$ cat src/rtl/triangle_tangent_frame_unit_defines.svh
// ----------------------------------------------------------------------------
// triangle tangent frame unit assertion macros
// shared property wrappers, clocked on clk and disabled while rst_n is low
// ----------------------------------------------------------------------------
`ifndef TRIANGLE_TANGENT_FRAME_UNIT_DEFINES_SVH
`define TRIANGLE_TANGENT_FRAME_UNIT_DEFINES_SVH

// same-cycle implication
`define TTF_ASSERT_NOW(label, ante, cons, msg) \
  label: assert property (@(posedge clk) disable iff (!rst_n) (ante) |-> (cons)) \
    else $error(msg);

// next-cycle implication
`define TTF_ASSERT_NEXT(label, ante, cons, msg) \
  label: assert property (@(posedge clk) disable iff (!rst_n) (ante) |=> (cons)) \
    else $error(msg);

`endif

$ cat src/rtl/ttf_pkg.sv
// ----------------------------------------------------------------------------
// ttf_pkg
// widths, payload types and shared constants of the tangent frame unit
// ----------------------------------------------------------------------------
package ttf_pkg;

  localparam int COORD_W     = 32;
  localparam int UNIT_W      = 16;
  localparam int FRAC_W      = UNIT_W - 2;
  localparam int EDGE_W      = COORD_W + 1;
  localparam int MUL_W       = (EDGE_W > 2 * UNIT_W - 1) ? EDGE_W : 2 * UNIT_W - 1;
  localparam int RAW_W       = 2 * MUL_W + 1;
  localparam int NORM_W      = 30;
  localparam int SQ_W        = 2 * NORM_W + 2;
  localparam int DIV_W       = NORM_W + FRAC_W + 3;
  localparam int CORNERS     = 3;
  localparam int QUEUE_DEPTH = 2;
  localparam int UNIT_ONE    = 1 << FRAC_W;

  typedef logic signed [COORD_W-1:0] coord_t;
  typedef logic signed [EDGE_W-1:0]  edge_t;
  typedef logic signed [UNIT_W-1:0]  unit_t;
  typedef logic signed [MUL_W-1:0]   mop_t;
  typedef logic signed [RAW_W-1:0]   raw_t;

  typedef struct packed {
    coord_t pos_x;
    coord_t pos_y;
    coord_t pos_z;
    coord_t tex_u;
    coord_t tex_v;
  } ttf_in_t;

  typedef struct packed {
    logic [1:0] corner;
    logic       last;
    unit_t      norm_x;
    unit_t      norm_y;
    unit_t      norm_z;
    unit_t      tan_x;
    unit_t      tan_y;
    unit_t      tan_z;
    unit_t      bin_x;
    unit_t      bin_y;
    unit_t      bin_z;
  } ttf_out_t;

  typedef ttf_in_t [CORNERS-1:0] ttf_tri_t;

endpackage

$ cat src/rtl/ttf_queue.sv
// ----------------------------------------------------------------------------
// ttf_queue
// short triangle queue between vertex capture and the frame engine
// ----------------------------------------------------------------------------
`include "triangle_tangent_frame_unit_defines.svh"

module ttf_queue import ttf_pkg::*; (
  input  logic     clk,
  input  logic     rst_n,
  input  logic     push,
  input  ttf_tri_t push_data,
  output logic     full,
  input  logic     pop,
  output logic     head_valid,
  output ttf_tri_t head_data
);

  localparam int PTR_W = $clog2(QUEUE_DEPTH);
  localparam int CNT_W = $clog2(QUEUE_DEPTH + 1);

  ttf_tri_t         mem_r [QUEUE_DEPTH];
  logic [PTR_W-1:0] wr_ptr_r, rd_ptr_r;
  logic [CNT_W-1:0] cnt_r, cnt_nxt;

  assign full       = (cnt_r == CNT_W'(QUEUE_DEPTH));
  assign head_valid = (cnt_r != '0);
  assign head_data  = mem_r[rd_ptr_r];

  always_comb begin
    cnt_nxt = cnt_r;
    if (push && !pop) begin
      cnt_nxt = cnt_r + CNT_W'(1);
    end else if (pop && !push) begin
      cnt_nxt = cnt_r - CNT_W'(1);
    end
  end

  always_ff @(posedge clk) begin
    if (!rst_n) begin
      wr_ptr_r <= '0;
      rd_ptr_r <= '0;
      cnt_r    <= '0;
    end else begin
      cnt_r <= cnt_nxt;
      if (push) begin
        wr_ptr_r <= (wr_ptr_r == PTR_W'(QUEUE_DEPTH - 1)) ? '0 : wr_ptr_r + PTR_W'(1);
      end
      if (pop) begin
        rd_ptr_r <= (rd_ptr_r == PTR_W'(QUEUE_DEPTH - 1)) ? '0 : rd_ptr_r + PTR_W'(1);
      end
    end
  end

  always_ff @(posedge clk) begin
    if (push) begin
      mem_r[wr_ptr_r] <= push_data;
    end
  end

  `TTF_ASSERT_NOW(a_no_push_full, push, !full || pop, "triangle pushed into a full queue")
  `TTF_ASSERT_NOW(a_no_pop_empty, pop, head_valid, "triangle popped from an empty queue")
  `TTF_ASSERT_NEXT(a_fill_grows, push && !pop, cnt_r == $past(cnt_r) + CNT_W'(1),
                   "queue fill did not grow on a lone push")

endmodule

$ cat config.mk
export PLATFORM = sky130hd
export DESIGN_NAME = ttf_queue
export DESIGN_NICKNAME = d
export VERILOG_FILES = /design/src/rtl/ttf_pkg.sv /design/src/rtl/ttf_queue.sv
export VERILOG_INCLUDE_DIRS = /design/src /design/src/rtl
export SDC_FILE = /design/constraint.sdc
export NUM_CORES = 1
export LEC_CHECK = 0
export BUFFER_PORTS_ARGS = -buffer_cell sky130_fd_sc_hd__buf_4
export CAP_MARGIN = 15
export CORE_MARGIN = 5
export CORE_UTILIZATION = 23
export DETAILED_ROUTE_END_ITERATION = 8
export GPL_TIMING_DRIVEN = 0
export HOLD_SLACK_MARGIN = 0.02
export PLACE_DENSITY_LB_ADDON = 0.15
export SYNTH_ARGS = -nofsm -noshare
export SYNTH_HDL_FRONTEND = slang
export SYNTH_SLANG_ARGS = --single-unit
$ cat constraint.sdc
create_clock -name clk -period 37.1 [get_ports clk]
set_clock_uncertainty 0.05 [all_clocks]
set_input_delay 3.71 -clock clk [delete_from_list [all_inputs] [get_ports clk]]
set_output_delay 3.71 -clock clk [all_outputs]
set_load 0.02 [all_outputs]
# [After elaboration in Yosys (flattened, before gate mapping)]
# Memories as Yosys holds them, arrays and structs flattened. A register that Yosys moved wholly into a read port is not among the register bits.
# Index checks and enable logic that the tools add are counted.
[classes] n_eq_ne=1 reduce_logical=6 n_addsub=4 mux=8
[ops] cell="two-way mux 1 bit" n=6
[ops] cell="two-way mux 2 bit" n=2
[ops] cell="nonzero test 2 bit" n=2
[ops] cell="adder 1 bit (second input constant)" n=2
[ops] cell="adder 2 x 1 -> 2 bit (second input constant)" n=1
[ops] cell="== test 2 bit (second input constant)" n=1
[ops] cell="logical AND 1 bit" n=2
[ops] cell="logical NOT 1 bit" n=2
[ops] cell="subtractor 2 x 1 -> 2 bit (second input constant)" n=1
[totals] mem_count=1 inputBits=484 mem_bits_rw=960 out_inout_bits=482 regBits=4
[mem_list] name="mem_r" words=2 width=480 rd=1 rd_clocked_by_memory_dff=1 wr=1 line="ttf_queue.sv:21" text="ttf_tri_t mem_r [QUEUE_DEPTH];"

# [Logic depth before layout (Yosys ltp)]
[depth] ltp_word=4 mapped_depth=5 mapped_depth_nobuf=5

# [Worst setup path before layout]
# No wires, ideal clock.
[synth_timing] path_type="input to register" start="input push" end="register wr_ptr_r" path_buffers=0 required_ns=36.893 path_slack_ns=11.141 t_arrival_ns=25.752 path_stages=2 path_cell_list="nor2b_1 o21a_1"
[synth_rtl] item="from (decl)" line="ttf_queue.sv:10" text="input logic push,"
[synth_rtl] item="to (signal assigned)" line="ttf_queue.sv:46" text="wr_ptr_r <= (wr_ptr_r == PTR_W'(QUEUE_DEPTH - 1)) ? '0 : wr_ptr_r + PTR_W'(1);"
[synth_rtl] item="to (decl)" line="ttf_queue.sv:22" text="logic [PTR_W-1:0] wr_ptr_r, rd_ptr_r;"

==> results.md <==
- Netlist cell types: 17
- Chip Height: roughly 400 um
- CP Max Fanout: 10
- Width of the die: between 300 and 400 um
- Clk root buf: clkbuf_16
- Synth Cell Area: between 0.03 and 0.04 sq mm
- # rows: between 100 and 150
- Clock-pin slew on the worst setup and hold paths: 50 ps
- Sequential share of the synthesized area: 83.0%
- Avg Synthesized Cell Area: between 20 and 25 sq um
- Clock buffer count from CTS: between 100 and 150
- Ports: approximately 970
- Multi-input logic area: roughly 0.0055 sq mm
- Critical Path Max Stage Delay: approximately 500 ps
- Crit Path Class: reg -> out
- Min cycle time layout: 6460 ps
- Synth area leaders: edfxtp_1 83%, mux2_2 9.0%, mux2_1 6.5%
- Slew Limit Fails: 0
- Via count: around 18000
- Final Non-Filler Cells: approximately 4700
- DR DRC count: 0
- CTS tree: yes
- Pwr dens: 54.5 mW/mm^2
- Flop2flop setup slack: ~34000 ps
- Maximum operating frequency: between 150 and 200 MHz
- Wirelength per Cell: 22.3 um
- Syn-to-layout area delta: 40.1%
- Hold slack: between 400 and 500 ps
- DRT Wirelength: about 110000 um
- Number of global-route vias before repair: around 20000
- Post-synth EDFFs: 960
- Most frequent cell after synthesis: edfxtp_1
- Post CTS Setup Buffer Count: 0
- R2r worst-path depth: 6
- CP max-delay cell: buf_2
- DP Wirelength: roughly 80000 um
- Fin crit share: 17.4%
- Routed Antenna Nets: 0
- Initial Utilization: 23.2%
- # setup viols final: 0
- Hold Path Class: reg -> reg
- Core ar.: around 0.15 sq mm
- Worst vdd ir: ~36 uV
- Total track usage: roughly 13%
- Iteration-0 DRC Markers: around 770
- Crit start category: register
- Worst Setup End Kind: output port
- Synth top cells by count: 960 x edfxtp_1, 280 x mux2_2, 200 x mux2_1, 31 x buf_2, 22 x buf_6
- Sequential cell area: 0.0289 sq mm
- Final nets: roughly 3100
- Max Cap Violations: 0
- Pre-CTS setup slack: between 30000 and 40000 ps
- R2r startpoint: wr_ptr_r$_SDFFE_PN0P_
- Maximum clock path buffer count: 3
- Worst-Skew Late Latency: ~700 ps
- Final design utilization: 32.5%
- Synth top area share: between 80% and 90%
- Largest net degree at the start of global routing: 60
- Die ar.: about 0.16 sq mm
- #FFs+latches synth: a little under 1000
- First-pass GRT wire length: about 140000 um
- GP Congestion: between 0.7 and 0.8
- Clock Sinks: between 900 and 1000
- Initial antenna violation count: 34
- Reg2reg end: mem_r[1][443]$_DFFE_PP_
- Placed Instances: about 4500
- Layout cells sized above 1: 54.4%
- Worst Max-Slew Pin Slew: roughly 750 ps
- Ys async rst share: 0%
- Post-CTS sizing: 0
- Hold buffers post-CTS: 0
- Gr ovfl total: 0
- Syn nets: 2000
- WHS Endpoint: cnt_r[1]$_SDFFE_PN0P_
- Critical path arrival: between 2000 and 3000 ps
- RSZ-0062 raised after global routing: no
- Rel. slew slack: between 50% and 60%
- Mapped Cells: between 1500 and 2000
- Port Buffers: 965
- Hold Vio Cnt, Final: 0
- Area leader, netlist: edfxtp_1
- Crit-path cells: buf_2 -> buf_6 -> buf_6 -> mux2_1 -> buf_4
- First-pass iteration count of the detailed router: 5
- Avg Vias per Cell: slightly below 4
- Overall power: around 2.7 mW
- Hold depth: 2
- Critical hold path startpoint: cnt_r[1]$_SDFFE_PN0P_
- Leakage power: around 18 nW
- Status: finished clean
- Synth Flop Type: edfxtp_1
- Fin worst setup slack: slightly above 30000 ps
- Required @ worst endpoint: 33340 ps
- CP most frequent cell: buf_6
- Yosys warns: 0
- Fillers: approximately 15000
- H-Tree Level Count: 3
worst max path at each step:
| stage | start | end | slack [ps] | depth (start not counted) |
|---|---|---|---|---|
| final | register | head_data[262] | 30640 | 5 |
| after global routing | register | head_data[302] | 30390 | 5 |
| after CTS | register | head_data[267] | 30370 | 5 |
| after detailed placement | push | mem_r[1][380]$_DFFE_PP_ | 30760 | 7 |
| after global placement | push | wr_ptr_r$_SDFFE_PN0P_ | -2870 | 3 |
| after floorplan | push | wr_ptr_r$_SDFFE_PN0P_ | 11140 | 2 |
registers in the layout, indices dropped and copies added (netlist names), named ones only:
register	count
mem_r	960
wr_ptr_r	1
rd_ptr_r	1
cnt_r	2
power by group:
| part | leakage (nW) | switching, mW | internal (mW) |
|---|---|---|---|
| combinational | 7.12 | 0.201 | 0.161 |
| sequential | 9.05 | 0.0105 | 1.26 |
| clock | 1.67 | 0.433 | 0.595 |
routing by layer:
layer  GRT usage [%]  wire [um]  vias up  part of all wire [%]
met5               0        137        -                  0.13
met4            4.38       2640       18                   2.5
met1            13.0      36900     9187                    35
li1                -          -     8329                     -
met2            22.0      53800      734                    51
met3            6.57      12300      171                    12
stage by stage:
stage	setup TNS, ps	cell area (sq um)
CTS	0	48800
global route	0	48800
floorplan	0	34900
finish	0	48800
detailed placement	0	45300
global placement	-1286250	44600
cell type report:
| class | instances | share of cell area, % |
|---|---|---|
| clock buffers | 136 | 6.01 |
| plain buffers | 53 | 0.825 |
| inverters | 1 | 0.00769 |
| well taps | 2016 | 5.17 |
| multi-input cells | 496 | 11.3 |
| repair buffers | 994 | 16.2 |
| clock inverters | 62 | 1.07 |
| flip-flops and latches | 965 | 59.3 |
| diodes | 21 | 0.108 |
logic make-up (layout without fill, tap and decap cells):
family / after synthesis / in the layout / synth area share, %
adders and majority gates: 1 / 1 / 0.0359
buffers and inverters: 54 / 1246 / 1.17
other: 0 / 21 / 0
xor gates and xnor gates: 3 / 3 / 0.0754
AOI/OAI and AO/OA: 3 / 3 / 0.0574
muxes: 480 / 480 / 15.5
DFF: 965 / 965 / 83.0
and+or+nand+nor: 9 / 9 / 0.162
placed cells by master, fill, tap and decap left out, types with 13 or more instances in the layout:
cell and instances:
buf_4 965, edfxtp_1 960, mux2_2 280, mux2_1 200, clkbuf_16 114, clkinv_1 33
buf_2 31, buf_6 22, clkbuf_1 22, diode_2 21, buf_12 16, buf_16 13
worst max-delay path: cells and delay by family, from the launching register on:
kind | cells | cell delay [ps]
flops | 1 | 330
buf+inv | 4 | 1190
mux | 1 | 450
(Power assumes the default switching activity.)
