## config.mk

```make
export PLATFORM = sky130hd
export DESIGN_NAME = ttf_front
export DESIGN_NICKNAME = d
export VERILOG_FILES = /design/src/rtl/triangle_tangent_frame_unit_defines.svh /design/src/rtl/ttf_pkg.sv /design/src/rtl/ttf_front.sv
export SDC_FILE = /design/constraint.sdc
export NUM_CORES = 1
export LEC_CHECK = 0
export BUFFER_PORTS_ARGS = -buffer_cell sky130_fd_sc_hd__buf_2
export CORE_AREA = 4 4 247 249
export DETAILED_ROUTE_END_ITERATION = 6
export DIE_AREA = 0 0 251 253
export HOLD_SLACK_MARGIN = 0.08
export SLEW_MARGIN = 15
export SYNTH_ARGS = -nofsm -noshare
export SYNTH_HDL_FRONTEND = slang
export SYNTH_SLANG_ARGS = --single-unit
```

## constraint.sdc

```tcl
create_clock -name clk -period 9.2 [get_ports clk]
set_input_delay 0.46 -clock clk [delete_from_list [all_inputs] [get_ports clk]]
set_output_delay 0.46 -clock clk [all_outputs]
set_load 0.01 [all_outputs]
```

## src/rtl/triangle_tangent_frame_unit_defines.svh

```systemverilog
// ----------------------------------------------------------------------------
// triangle tangent frame unit assertion macros
// shared property wrappers, clocked on clk and disabled while rst_n is low
// ----------------------------------------------------------------------------
`ifndef TRIANGLE_TANGENT_FRAME_UNIT_DEFINES_SVH
`define TRIANGLE_TANGENT_FRAME_UNIT_DEFINES_SVH

// same-cycle implication
`define TTF_ASSERT_NOW(label, ante, cons, msg) \
  label: assert property (@(posedge clk) disable iff (!rst_n) (ante) |-> (cons)) \
    else $error(msg);

// next-cycle implication
`define TTF_ASSERT_NEXT(label, ante, cons, msg) \
  label: assert property (@(posedge clk) disable iff (!rst_n) (ante) |=> (cons)) \
    else $error(msg);

`endif

```

## src/rtl/ttf_pkg.sv

```systemverilog
// ----------------------------------------------------------------------------
// ttf_pkg
// widths, payload types and shared constants of the tangent frame unit
// ----------------------------------------------------------------------------
package ttf_pkg;

  localparam int COORD_W     = 32;
  localparam int UNIT_W      = 16;
  localparam int FRAC_W      = UNIT_W - 2;
  localparam int EDGE_W      = COORD_W + 1;
  localparam int MUL_W       = (EDGE_W > 2 * UNIT_W - 1) ? EDGE_W : 2 * UNIT_W - 1;
  localparam int RAW_W       = 2 * MUL_W + 1;
  localparam int NORM_W      = 30;
  localparam int SQ_W        = 2 * NORM_W + 2;
  localparam int DIV_W       = NORM_W + FRAC_W + 3;
  localparam int CORNERS     = 3;
  localparam int QUEUE_DEPTH = 2;
  localparam int UNIT_ONE    = 1 << FRAC_W;

  typedef logic signed [COORD_W-1:0] coord_t;
  typedef logic signed [EDGE_W-1:0]  edge_t;
  typedef logic signed [UNIT_W-1:0]  unit_t;
  typedef logic signed [MUL_W-1:0]   mop_t;
  typedef logic signed [RAW_W-1:0]   raw_t;

  typedef struct packed {
    coord_t pos_x;
    coord_t pos_y;
    coord_t pos_z;
    coord_t tex_u;
    coord_t tex_v;
  } ttf_in_t;

  typedef struct packed {
    logic [1:0] corner;
    logic       last;
    unit_t      norm_x;
    unit_t      norm_y;
    unit_t      norm_z;
    unit_t      tan_x;
    unit_t      tan_y;
    unit_t      tan_z;
    unit_t      bin_x;
    unit_t      bin_y;
    unit_t      bin_z;
  } ttf_out_t;

  typedef ttf_in_t [CORNERS-1:0] ttf_tri_t;

endpackage

```

## src/rtl/ttf_front.sv

```systemverilog
// ----------------------------------------------------------------------------
// ttf_front
// vertex capture: holds the first two vertices and forms a triangle
// ----------------------------------------------------------------------------
module ttf_front import ttf_pkg::*; (
  input  logic     clk,
  input  logic     rst_n,
  input  logic     in_valid,
  output logic     in_stall,
  input  ttf_in_t  in_data,
  output logic     tri_push,
  output ttf_tri_t tri_data,
  input  logic     q_full
);

  localparam logic [1:0] SLOT_FIRST  = 2'd0;
  localparam logic [1:0] SLOT_SECOND = 2'd1;
  localparam logic [1:0] SLOT_THIRD  = 2'd2;

  logic [1:0] slot_r, slot_nxt;
  ttf_in_t    held0_r, held1_r;
  logic       take;

  // only the closing vertex needs room in the queue
  assign in_stall = (slot_r == SLOT_THIRD) && q_full;
  assign take     = in_valid && !in_stall;
  assign tri_push = take && (slot_r == SLOT_THIRD);
  assign tri_data = {in_data, held1_r, held0_r};

  always_comb begin
    slot_nxt = slot_r;
    if (take) begin
      slot_nxt = (slot_r == SLOT_THIRD) ? SLOT_FIRST : slot_r + 2'd1;
    end
  end

  always_ff @(posedge clk) begin
    if (!rst_n) begin
      slot_r <= SLOT_FIRST;
    end else begin
      slot_r <= slot_nxt;
    end
  end

  always_ff @(posedge clk) begin
    if (take && slot_r == SLOT_FIRST) begin
      held0_r <= in_data;
    end
    if (take && slot_r == SLOT_SECOND) begin
      held1_r <= in_data;
    end
  end

endmodule

```

== Yosys cells after proc, flatten, opt, wreduce, memory -nomap -nowiden ==
Cells that the tools add are included.
Widths: inputs -> output; s select.
Storage, ports and cells
  word-level logic and storage cells: 22
  flip-flop bits (word level): 322
Cells by class
  equal/unequal tests: 2
  add/sub/neg operators: 1
  multiplexer cells: 1
  reductions and logical operators: 7
Operators by type and width (count)
  $logic_and 1x1->1: 5
  $add 2x1->2 const B: 1
  $eq 2x1->1 const B: 1
  $eq 2x2->1 const B: 1
  $logic_not 2->1: 1
  $mux 2: 1
  $logic_not 1->1: 1

== Longest topological paths before layout ==
Gate-level depths: netlist (run 1).
  depth after elaboration: 5
  gate-level depth with buffers: 2
  mapped depth without buffers: 2

== Least setup slack after synthesis (run 1) ==
OpenSTA, ideal clock, no wires.
  path kind: input to register
  from: input in_valid
  to: register held1_r (netlist bit tri_data[160]) (enable)
  cell stages on the path: 2
  setup slack: 1355 ps
  required time: 8518 ps
  data arrival time: 7163 ps
  cells stage by stage: nand2_1 -> nor2_1
On the way
  word-level cells in the longest chain between the ends: 2
RTL lines
  from (decl): RTL line ttf_front.sv:8  | input logic in_valid,
  $logic_and 1x1->1: RTL line ttf_front.sv:26  | assign take = in_valid && !in_stall;
  $logic_and 1x1->1: RTL line ttf_front.sv:49  | if (take && slot_r == SLOT_SECOND) begin
  to (signal assigned): RTL line ttf_front.sv:50  | held1_r <= in_data;
  to (decl): RTL line ttf_front.sv:21  | ttf_in_t held0_r, held1_r;
Every way passes these cells.
A chain may end at the register's enable or synchronous reset.

== Worst setup path in the final report (run 1) ==
  from: register slot_r[1]
  to: register held0_r (netlist bit tri_data[99]) (enable)
On the way
  word-level cells in the longest chain between the ends: 5
  elaborated cells on any way between the ends: 6
  those cells by class: 1 x eq/ne; 5 x reduce/logical
RTL lines
  from (decl): RTL line ttf_front.sv:20  | logic [1:0] slot_r, slot_nxt;
  from (signal assigned): RTL line ttf_front.sv:41  | slot_r <= slot_nxt;
  $eq 2x2->1: RTL line ttf_front.sv:25  | assign in_stall = (slot_r == SLOT_THIRD) && q_full;
  $logic_and 1x1->1: RTL line ttf_front.sv:25
  $logic_not 1->1: RTL line ttf_front.sv:26
  $logic_and 1x1->1: RTL line ttf_front.sv:26
  $logic_and 1x1->1 (*): RTL line ttf_front.sv:46  | if (take && slot_r == SLOT_FIRST) begin
  to (signal assigned): RTL line ttf_front.sv:47  | held0_r <= in_data;
  to (decl): RTL line ttf_front.sv:21
Mark *: on every way between the ends. The rest lies on a longest branch, timed or not.

==> metrics.md, run 1 <==
| Metric | Value |
|---|---|
| Setup Skew | 0.009299 ns |
| Logic pwr share | under 10% |
| CP required | 9.34 ns |
| Part of the power in registers | around half |
| Antenna Cells | 0 |
| Max Slew Vio Count | 0 |
| Post-Route Utilization | about 26% |
| Mux contribution to synthesized area | 0% |
| RR Endpoint | tri_data[99] |
| Mapped Avg Cell Area | 22.16 um2 |
| PostCTS Resize Cnt | 0 |
| Sw frac | 22.19% |
| RSZ-0062 raised after global routing | false |
| Final ANT Viol Nets | 0 |
| Reg-to-reg slack, setup | ~6.4 ns |
| Critical Path Source | slot_r[1] |
| Asr flop ratio synth | 0% |
| Synth cell count leaders | edfxtp_1 (320), buf_4 (160), dfxtp_1 (2) |
| Setup CP Type | flip-flop to flip-flop |
| Initial antenna violation count | 3 |
| Synth Cell Area | 10930 um2 |
| Buffers & Inverters on Critical Path | 2 |
| Die W | around 250 um |
| P&R area growth vs syn | 38.02% |
| Tot GR Track Use | 8.571% |
| Fin. Hold Viols | 0 |
| Synthesized flop and latch total | 322 |
| CTS tree | yes |
| Htree depth | 2 |
| Root buffer cell | clkbuf_16 |
| Synth Area in Adders | 0% |
| Routed WL | between 20000 and 30000 um |
| Clock power frac | 39.7% |
| Largest net degree at the start of global routing | 65 |
| CTS Sinks | around 320 |
| IO Count | 646 |
| DP HPWL | 23170 um |
| Crit path DAT | about 2.9 ns |
| FMAX | about 0.36 GHz |
| HP Class | primary input to flip-flop |
| Worst relative slew slack | between 30% and 40% |
| Yosys warnings | 0 |
| Sum Neg Setup Slack | 0 ns |
| RePlAce Congestion | around 0.81 |
| Clock transition at the registers of the reported paths | roughly 0.060 ns |
| Synth Net Count | between 600 and 700 |
| Synth area leaders | edfxtp_1 (88%), buf_4 (11%), dfxtp_1 (0.37%), nor3b_2 (0.11%), nor4bb_1 (0.092%) |
| Cell Rows | ~90 |
| Synth cell types | 14 |
| Initial Utilization | a little under a fifth |
| Crit-path cells | nor3b_4, buf_4, buf_4 |
| Synth Area in XOR/XNOR | 0% |
| Slowest CP cell | nor3b_4 |
| Clock buffer depth | 3 |
| Period minus WS final | approximately 2.8 ns |
| Fin crit share | between 30% and 40% |
| Post-CTS Setup Bufs | 0 |
| CP Capture Type | flip-flop |
| Internal Pwr Total | between 0.002 and 0.003 W |
| Port Buffer Count | 645 |
| FF-to-FF path depth | 3 |
| CTS Buf Count | 36 |
| P_sw | approximately 0.00074 W |
| Post-synthesis compound-gate area fraction | less than 1% |
| Biggest area consumer among synthesized cells | edfxtp_1 |
| Critical Path Stages | 3 |
| Core box area | 58690 um2 |
| Via count | a little over 6000 |
| DR DRC count | 0 |
| Largest family of logic cells by synthesized area | buffers and inverters |
| Sequential share of the synthesized area | between 80% and 90% |
| Hold_buf cts | 0 |
| First-pass GRT wire length | just over 40000 um |
| Synth Flop Type | edfxtp_1 |
| Via/cell ratio | 3.407 |
| Maximum vdd ir drop | 0.1337 mV |
| Die ar. | around 64000 um2 |
| Vias in the first global route | a little over 6000 |
| Leakage power | 6.147 nW |
| Most frequent cell after synthesis | edfxtp_1 |
| Post-Syn Instances | 493 |
| Layout Nets | between 1000 and 1500 |
| EDFF count, synth | 320 |
| Global route overflow | 0 |
| Simple-gate share of the synthesized area | less than 1% |
| Worst r2r src | slot_r[1] |
| MaxCap Viol Count | 0 |
| Final setup viols | 0 |
| Share of post-route cells with drive strength above 1 | around two thirds |
| Crit path launch type | flip-flop |
| Clock Latency Late Sink | ~0.52 ns |
| Crit path to | tri_data[99] |
| Delay-heaviest family, CP | buffers and inverters |
| Power Dens Cells | between 200 and 250 nW/um2 |
| DRT Pass-1 Iters | 4 |
| Max incr delay on CP | around 0.72 ns |
| Outcome | complete, no violations |
| Worst slew pin tran | ~0.91 ns |
| CP Max Fanout | 63 |
| Avg WL per Cell | about 16 um |
| Top-area cell type share of the netlist area | 87.94% |
| Crit-path most repeated cell | buf_4 |
| Die height | about 250 um |
| Starting DRT DRC Count | between 300 and 400 |
power groups by stage:
stage	Sequential, W	Combinational, W	Clock (W)
2_1_floorplan	0.00182	0.000102	0
3_3_place_gp	0.00176	0.000287	0
3_5_place_dp	0.00176	0.000289	0
4_1_cts	0.00173	0.000289	0.00139
5_1_grt	0.00174	0.000303	0.00145
6_report	0.00173	0.000282	0.00133
layer usage:
| layer | vias up | part of all wire [%] | GRT usage, % |
|---|---|---|---|
| met4 | 2 | 2.5 | 2.916 |
| li1 | 2751 | - | - |
| met2 | 403 | 50 | 14.74 |
| met1 | 2989 | 36 | 9.702 |
| met3 | 53 | 11 | 3.492 |
| met5 | - | 0.043 | 0 |
registers in the layout, summed over array words and instances, names as in the netlist:
register / flops
slot_r: 2
tri_data: 320
through the flow:
| step | setup WS, ns | std cells | hold slack, ns | total power [W] | cell area, um2 |
|---|---|---|---|---|---|
| 3_5_place_dp | 6.179 | 1757 | 0.6124 | 0.002051 | 13980 |
| 3_3_place_gp | 6.252 | 1757 | 0.5987 | 0.002048 | 13980 |
| 6_report | 6.427 | 1819 | 0.1409 | 0.003342 | 15080 |
| 5_1_grt | 6.256 | 1819 | 0.09939 | 0.003488 | 15080 |
| 4_1_cts | 6.376 | 1819 | 0.08550 | 0.003410 | 15080 |
| 2_1_floorplan | 1.355 | 493 | 0.5133 | 0.001924 | 10930 |
how the worst min path moves through the flow:
stage | from | end | slack [ns] | cells after the start
after global routing | in_data[26] | tri_data[26] | 0.1 | 1
after global placement | slot_r[0] | slot_r[1] | 0.60 | 2
after detailed placement | slot_r[0] | slot_r[1] | 0.61 | 2
after CTS | in_data[96] | tri_data[96] | 0.09 | 1
final | in_data[96] | tri_data[256] | 0.14 | 1
after floorplan | slot_r[1] | slot_r[1] | 0.51 | 1
kinds of logic after synthesis:
group,count (synthesis)
buffers and inverters,161
flip-flops,322
AND/OR/NAND/NOR,7
AO/OA/AOI/OAI,3
placed cells by master (no fill, tap or decap), drive strengths merged:
| master | synthesis | routed |
|---|---|---|
| and3b | 1 | 1 |
| nor2 | 1 | 1 |
| buf | 160 | 651 |
| inv | 1 | 2 |
| o21a | 1 | 1 |
| nor4bb | 1 | 1 |
| nand2 | 1 | 1 |
| dfxtp | 2 | 2 |
| clkbuf | 0 | 42 |
| nand2b | 1 | 1 |
| clkinvlp | 0 | 3 |
| edfxtp | 320 | 320 |
| a311oi | 1 | 1 |
| nor2b | 1 | 1 |
| bufinv | 0 | 2 |
| clkinv | 0 | 14 |
| a21oi | 1 | 1 |
| nor3b | 1 | 1 |
layout make-up:
class | instances | area, um2
well taps | 773 | 967.2
flip-flops and latches | 322 | 9649
fillers | 6022 | 43600
clock inverters | 20 | 156.4
inverters | 1 | 3.754
clock buffers | 42 | 944.7
repair buffers | 651 | 3273
multi-input cells | 10 | 86.33
(Power assumes the default switching activity.)
==> run 2: changes to the inputs <==
- CORE_AREA: 4 4 247 249 -> 4 4 251 253
- DIE_AREA: 0 0 251 253 -> 0 0 255 257
- clock period: 9.2 -> 2.5 ns (I/O delays scaled with it)
==> run 2 against run 1 <==
  * Count of clock-buffer cells in the layout up 10
  * Critical path depth down 1
  * Worst hold slack better by 0.20 ns
  * Via count up 12%
  * Highest routed layer is now met4
==> metrics.md, run 2 (synthesized netlist as in run 1, its figures left out) <==
| Metric | Value |
|---|---|
| Clock Latency Late Sink | approximately 0.51 ns |
| Worst slew pin tran | between 0.5 and 0.6 ns |
| Reg-to-reg slack, setup | approximately 0.7 ns |
| Placed Cells | 1772 |
| CTS tree | yes |
| Cell Rows | slightly above 90 |
| First-pass GRT wire length | roughly 45000 um |
| RePlAce Congestion | 0.7963 |
| Routing usage on met1 | about a tenth |
| Most frequent cells in the layout | buf_2 (645), edfxtp_1 (320), dlygate4sd3_1 (164) |
| PostCTS Resize Cnt | 0 |
| Layout Cells excl Fill | 1997 |
| Fin. Hold Viols | 0 |
| Die height | between 200 and 300 um |
| Root buffer cell | clkbuf_16 |
| Leakage power | about 7 nW |
| IO Count | 646 |
| GRT Max-Usage Layer | met2 |
| FMAX | approximately 0.55 GHz |
| Share of post-route cells with drive strength above 1 | a little under three fifths |
| Period minus WS final | about 1.8 ns |
| Worst relative slew slack | 60.17% |
| Outcome | complete, no violations |
| CTS Sinks | roughly 320 |
| Antenna Cells | 0 |
| Met3 usage | 2.971% |
| Via count | between 6000 and 7000 |
| Starting DRT DRC Count | around 480 |
| CTS Buf Count | 35 |
| Port Buffer Count | 645 |
| Placed Area | between 10000 and 15000 um2 |
| DRT Pass-1 Iters | 4 |
| Setup Skew | between 0.005 and 0.006 ns |
| Worst r2r src | slot_r[0] |
| FF-to-FF path depth | 4 |
| Die W | between 200 and 300 um |
| Finished layout cell area | about 17000 um2 |
| Pwr Total | approximately 0.012 W |
| Layout Nets | between 1000 and 1500 |
| HP Class | primary input to flip-flop |
| RSZ-0062 raised after global routing | false |
| Initial Utilization | between 15 and 20% |
| Die ar. | approximately 66000 um2 |
| Tot GR Track Use | 9.086% |
| Vias in the first global route | between 7000 and 8000 |
| CP Capture Type | primary output |
| Hold Path Origin | in_data[111] |
| Hold-critical path depth | 2 |
| P&R area growth vs syn | 53.06% |
| Sum Neg Setup Slack | 0 ns |
| Initial antenna violation count | 5 |
| Max Slew Vio Count | 0 |
| CP required | between 2 and 2.5 ns |
| Met2 GRT Util | between 10% and 20% |
| Htree depth | 2 |
| MaxCap Viol Count | 0 |
| Maximum vdd ir drop | 0.4737 mV |
| Setup CP Type | flip-flop to primary output |
| Avg WL per Cell | 16.15 um |
| Hold WS | 0.3402 ns |
| Core box area | 61030 um2 |
| Largest net degree at the start of global routing | 82 |
| DR DRC count | 0 |
| RR Endpoint | slot_r[0] |
| Power Dens Cells | approximately 740 nW/um2 |
| Final setup viols | 0 |
| Clock transition at the registers of the reported paths | ~0.06 ns |
| Via/cell ratio | between 3 and 4 |
| Min-Delay Endpoint | tri_data[271] |
| Crit path launch type | flip-flop |
| Crit path DAT | 1.69 ns |
| Global route overflow | 0 |
| DP HPWL | roughly 23000 um |
| Final ANT Viol Nets | 0 |
| Clock buffer depth | 3 |
| CP Max Fanout | 6 |
| Fin crit share | between 70% and 80% |
| Most common cell after layout, fill and taps aside | buf_2 |
| Routed WL | 32260 um |
| Max reg flops | 320 |
-- run 2: power breakdown --
group / internal, W / switching, W / total, W
Clock: 0.00276 / 0.00195 / 0.00471
Combinational: 0.000542 / 0.000722 / 0.00126
Sequential: 0.00630 / 0.0000733 / 0.00637
Total: 0.00960 / 0.00274 / 0.0123
-- run 2: cell type report --
type                       instances  area (um2)
fill                            6166       44300
sequential                       322        9652
timing repair buffer             813        4950
clock buffer                      52        1002
tap                              790       988.4
multi-input combinational         10       86.33
clock inverter                     9       42.54
inverter                           1       3.754
-- run 2: worst max-delay path, stage by stage, from the launching register on --
cell,delay [ns]
dfxtp_2,0.42
nor4bb_1,0.51
buf_2,0.24
-- run 2: what timing repair did --
action,4_1_cts,5_1_grt
buffers inserted,0,0
hold endpoints to repair,322,0
hold buffers,164,0
-- run 2: worst max-delay path by stage --
stage	cells after the start	from	slack [ns]	to
after floorplan	1	slot_r[0]	-2.36	tri_data[0]
after global placement	2	slot_r[0]	0.99	tri_data[79]
after detailed placement	2	slot_r[0]	0.97	tri_data[98]
after CTS	2	slot_r[1]	0.60	tri_push
after global routing	4	slot_r[0]	0.54	slot_r[0]
final	2	slot_r[1]	0.69	tri_push
-- run 2: per-stage QoR --
step / utilization, % / setup slack, ns
6_report: 27.40 / 0.6852
5_1_grt: 27.40 / 0.5405
4_1_cts: 27.40 / 0.5969
3_5_place_dp: 23.00 / 0.9700
3_3_place_gp: 23.00 / 0.9892
2_1_floorplan: - / -2.356
-- run 2: per-layer routing --
metal  routed length (um)  vias to the layer above  share of wire (%)
li1                     -                     3071                  -
met1                11640                     3322                 36
met2                16120                      457                 50
met3                 3310                       73                 10
met4                 1190                        0                3.7
met5                    0                        -                  0
==> run 3: changes to the inputs <==
- clock period: 2.5 -> 1.6 ns (I/O delays scaled with it)
==> run 3 against run 2 <==
  * Non-clock buffer count rose by 30
  * Combinational power rose by 66%
  * Wire length rose by 5.0%
  * Design area rose by 2.2%
  * Clock power rose by 69%
  * Clock skew rose by 0.0082 ns
  * Largest power group unchanged
==> metrics.md, run 3 (synthesized netlist as in run 1, its figures left out) <==
| Metric | Value |
|---|---|
| Hold Path Origin | in_data[23] |
| Leakage power | between 7 and 8 nW |
| Share of post-route cells with drive strength above 1 | 59.22% |
| Port Buffer Count | ~650 |
| Via/cell ratio | approximately 3.5 |
| Logic pwr share | about a tenth |
| Fin crit share | between 90% and 100% |
| Part of the power in registers | approximately half |
| P_sw | roughly 0.0044 W |
| Clock buffer depth | 3 |
| Cell Rows | just over 90 |
| Most common cell after layout, fill and taps aside | buf_2 |
| Outcome | complete, no violations |
| Htree depth | 2 |
| Setup CP Type | flip-flop to primary output |
| First-pass GRT wire length | 47030 um |
| Final ANT Viol Nets | 0 |
| Die W | 255 um |
| Initial Utilization | about 18% |
| DR DRC count | 0 |
| CP Max Fanout | 7 |
| Setup Skew | roughly 0.013 ns |
| Power Dens Cells | between 1000 and 1500 nW/um2 |
| Crit path DAT | approximately 1.4 ns |
| Sum Neg Setup Slack | 0 ns |
| Tot GR Track Use | under 10% |
| Largest net degree at the start of global routing | 42 |
| FMAX | about 0.67 GHz |
| Most frequent cells in the layout | buf_2 (644), edfxtp_1 (320), dlygate4sd3_1 (163) |
| Pwr Total | 0.02002 W |
| RePlAce Congestion | slightly below 0.8 |
| CP required | 1.52 ns |
| Period minus WS final | ~1.5 ns |
| Worst relative slew slack | about four fifths |
| Clock Latency Late Sink | around 0.52 ns |
| RSZ-0062 raised after global routing | false |
| Routed WL | approximately 34000 um |
| Internal Pwr Total | between 0.015 and 0.02 W |
| HP Class | primary input to flip-flop |
| CTS tree | yes |
| Vias in the first global route | 7435 |
| Max reg flops | between 300 and 400 |
| Maximum vdd ir drop | 0.8473 mV |
| Clock transition at the registers of the reported paths | approximately 0.06 ns |
| Clock power frac | 39.8% |
| Root buffer cell | clkbuf_16 |
| MaxCap Viol Count | 0 |
| CTS Buf Count | 35 |
| Layout Nets | around 1400 |
| Sw frac | 22.14% |
| Global route overflow | 0 |
| CTS Sinks | 322 |
| Hold WS | around 0.3 ns |
| Die height | around 260 um |
| Die ar. | roughly 66000 um2 |
| Initial antenna violation count | 3 |
| DRT Pass-1 Iters | 4 |
| P&R area growth vs syn | 56.50% |
| Fin. Hold Viols | 0 |
| Avg WL per Cell | around 17 um |
| Worst slew pin tran | 0.2805 ns |
| Core box area | about 61000 um2 |
| CP Capture Type | primary output |
| Post-CTS Setup Bufs | 0 |
| Starting DRT DRC Count | ~380 |
| DP HPWL | between 20000 and 25000 um |
| Worst r2r src | slot_r[0] |
| IO Count | between 600 and 700 |
| Final setup viols | 0 |
| Critical Path Source | slot_r[0] |
| Crit path launch type | flip-flop |
| Via count | about 7000 |
| Max Slew Vio Count | 0 |
-- run 3: changes by cell type in the layout (fill, tap and decap cells not counted), moves of 2 or more --
cell and delta:
clkbuf_1 -10, clkinv_1 +4, dfxtp_2 -2, clkinv_2 +2
diode_2 +2, dfxtp_4 +2, bufinv_16 +4, clkbuf_8 -2
buf_12 +3, buf_4 +28
-- run 3: path summary, 6_finish.rpt --
check | depth (start not counted) | endpoint | slack, ns
min | 2 | tri_data[183] | 0.30
min reg2reg | 2 | slot_r[0] | 0.66
max reg2reg | 3 | tri_data[25] | 0.16
max | 3 | tri_push | 0.10
-- run 3: routing by layer --
| layer | global-route usage, % | wire, um | part of all wire (%) |
|---|---|---|---|
| met2 | 16.93 | 17030 | 50 |
| met1 | 10.49 | 12960 | 38 |
| met5 | 0 | 0 | 0 |
| met4 | 3.501 | 870 | 2.6 |
| met3 | 3.366 | 3013 | 8.9 |
-- run 3: critical path: stages, from the launching register on --
cell and delay, ns:
dfxtp_4 0.37, nor4bb_2 0.26, buf_4 0.17, buf_6 0.10
-- run 3: power groups by stage --
stage          Combinational (W)  Clock, W  Sequential (W)
2_1_floorplan           0.000589         0          0.0104
3_3_place_gp             0.00176         0          0.0101
3_5_place_dp             0.00179         0          0.0101
4_1_cts                  0.00210   0.00827         0.00997
5_1_grt                  0.00223   0.00865         0.00999
6_report                 0.00209   0.00798         0.00996
-- run 3: layout make-up --
class | count | area (um2)
Antenna cell | 2 | 5.005
Timing Repair Buffer | 843 | 5216
Inverter | 1 | 3.754
Clock buffer | 40 | 937.1
Fill cell | 6105 | 43930
Clock inverter | 20 | 200.2
Sequential cell | 322 | 9657
Multi-Input combinational cell | 10 | 92.59
Tap cell | 790 | 988.4
-- run 3: timing repair --
action,in CTS,in global routing
pin swaps,0,1
setup endpoints to repair,1,1
hold buffers,163,0
resized for setup,1,3
gates cloned,0,0
endpoints found under the hold margin,322,0
-- run 3: through the flow --
step                cells  area (um2)  worst slack [ns]  utilization [%]
detailed placement   1803       14310            0.1580            23.45
global placement     1803       14310            0.1729            23.45
floorplan             493       10940            -3.256                -
global route         2026       17100           0.02578            28.01
finish               2028       17100            0.1042            28.02
CTS                  2026       17080           0.01582            27.99
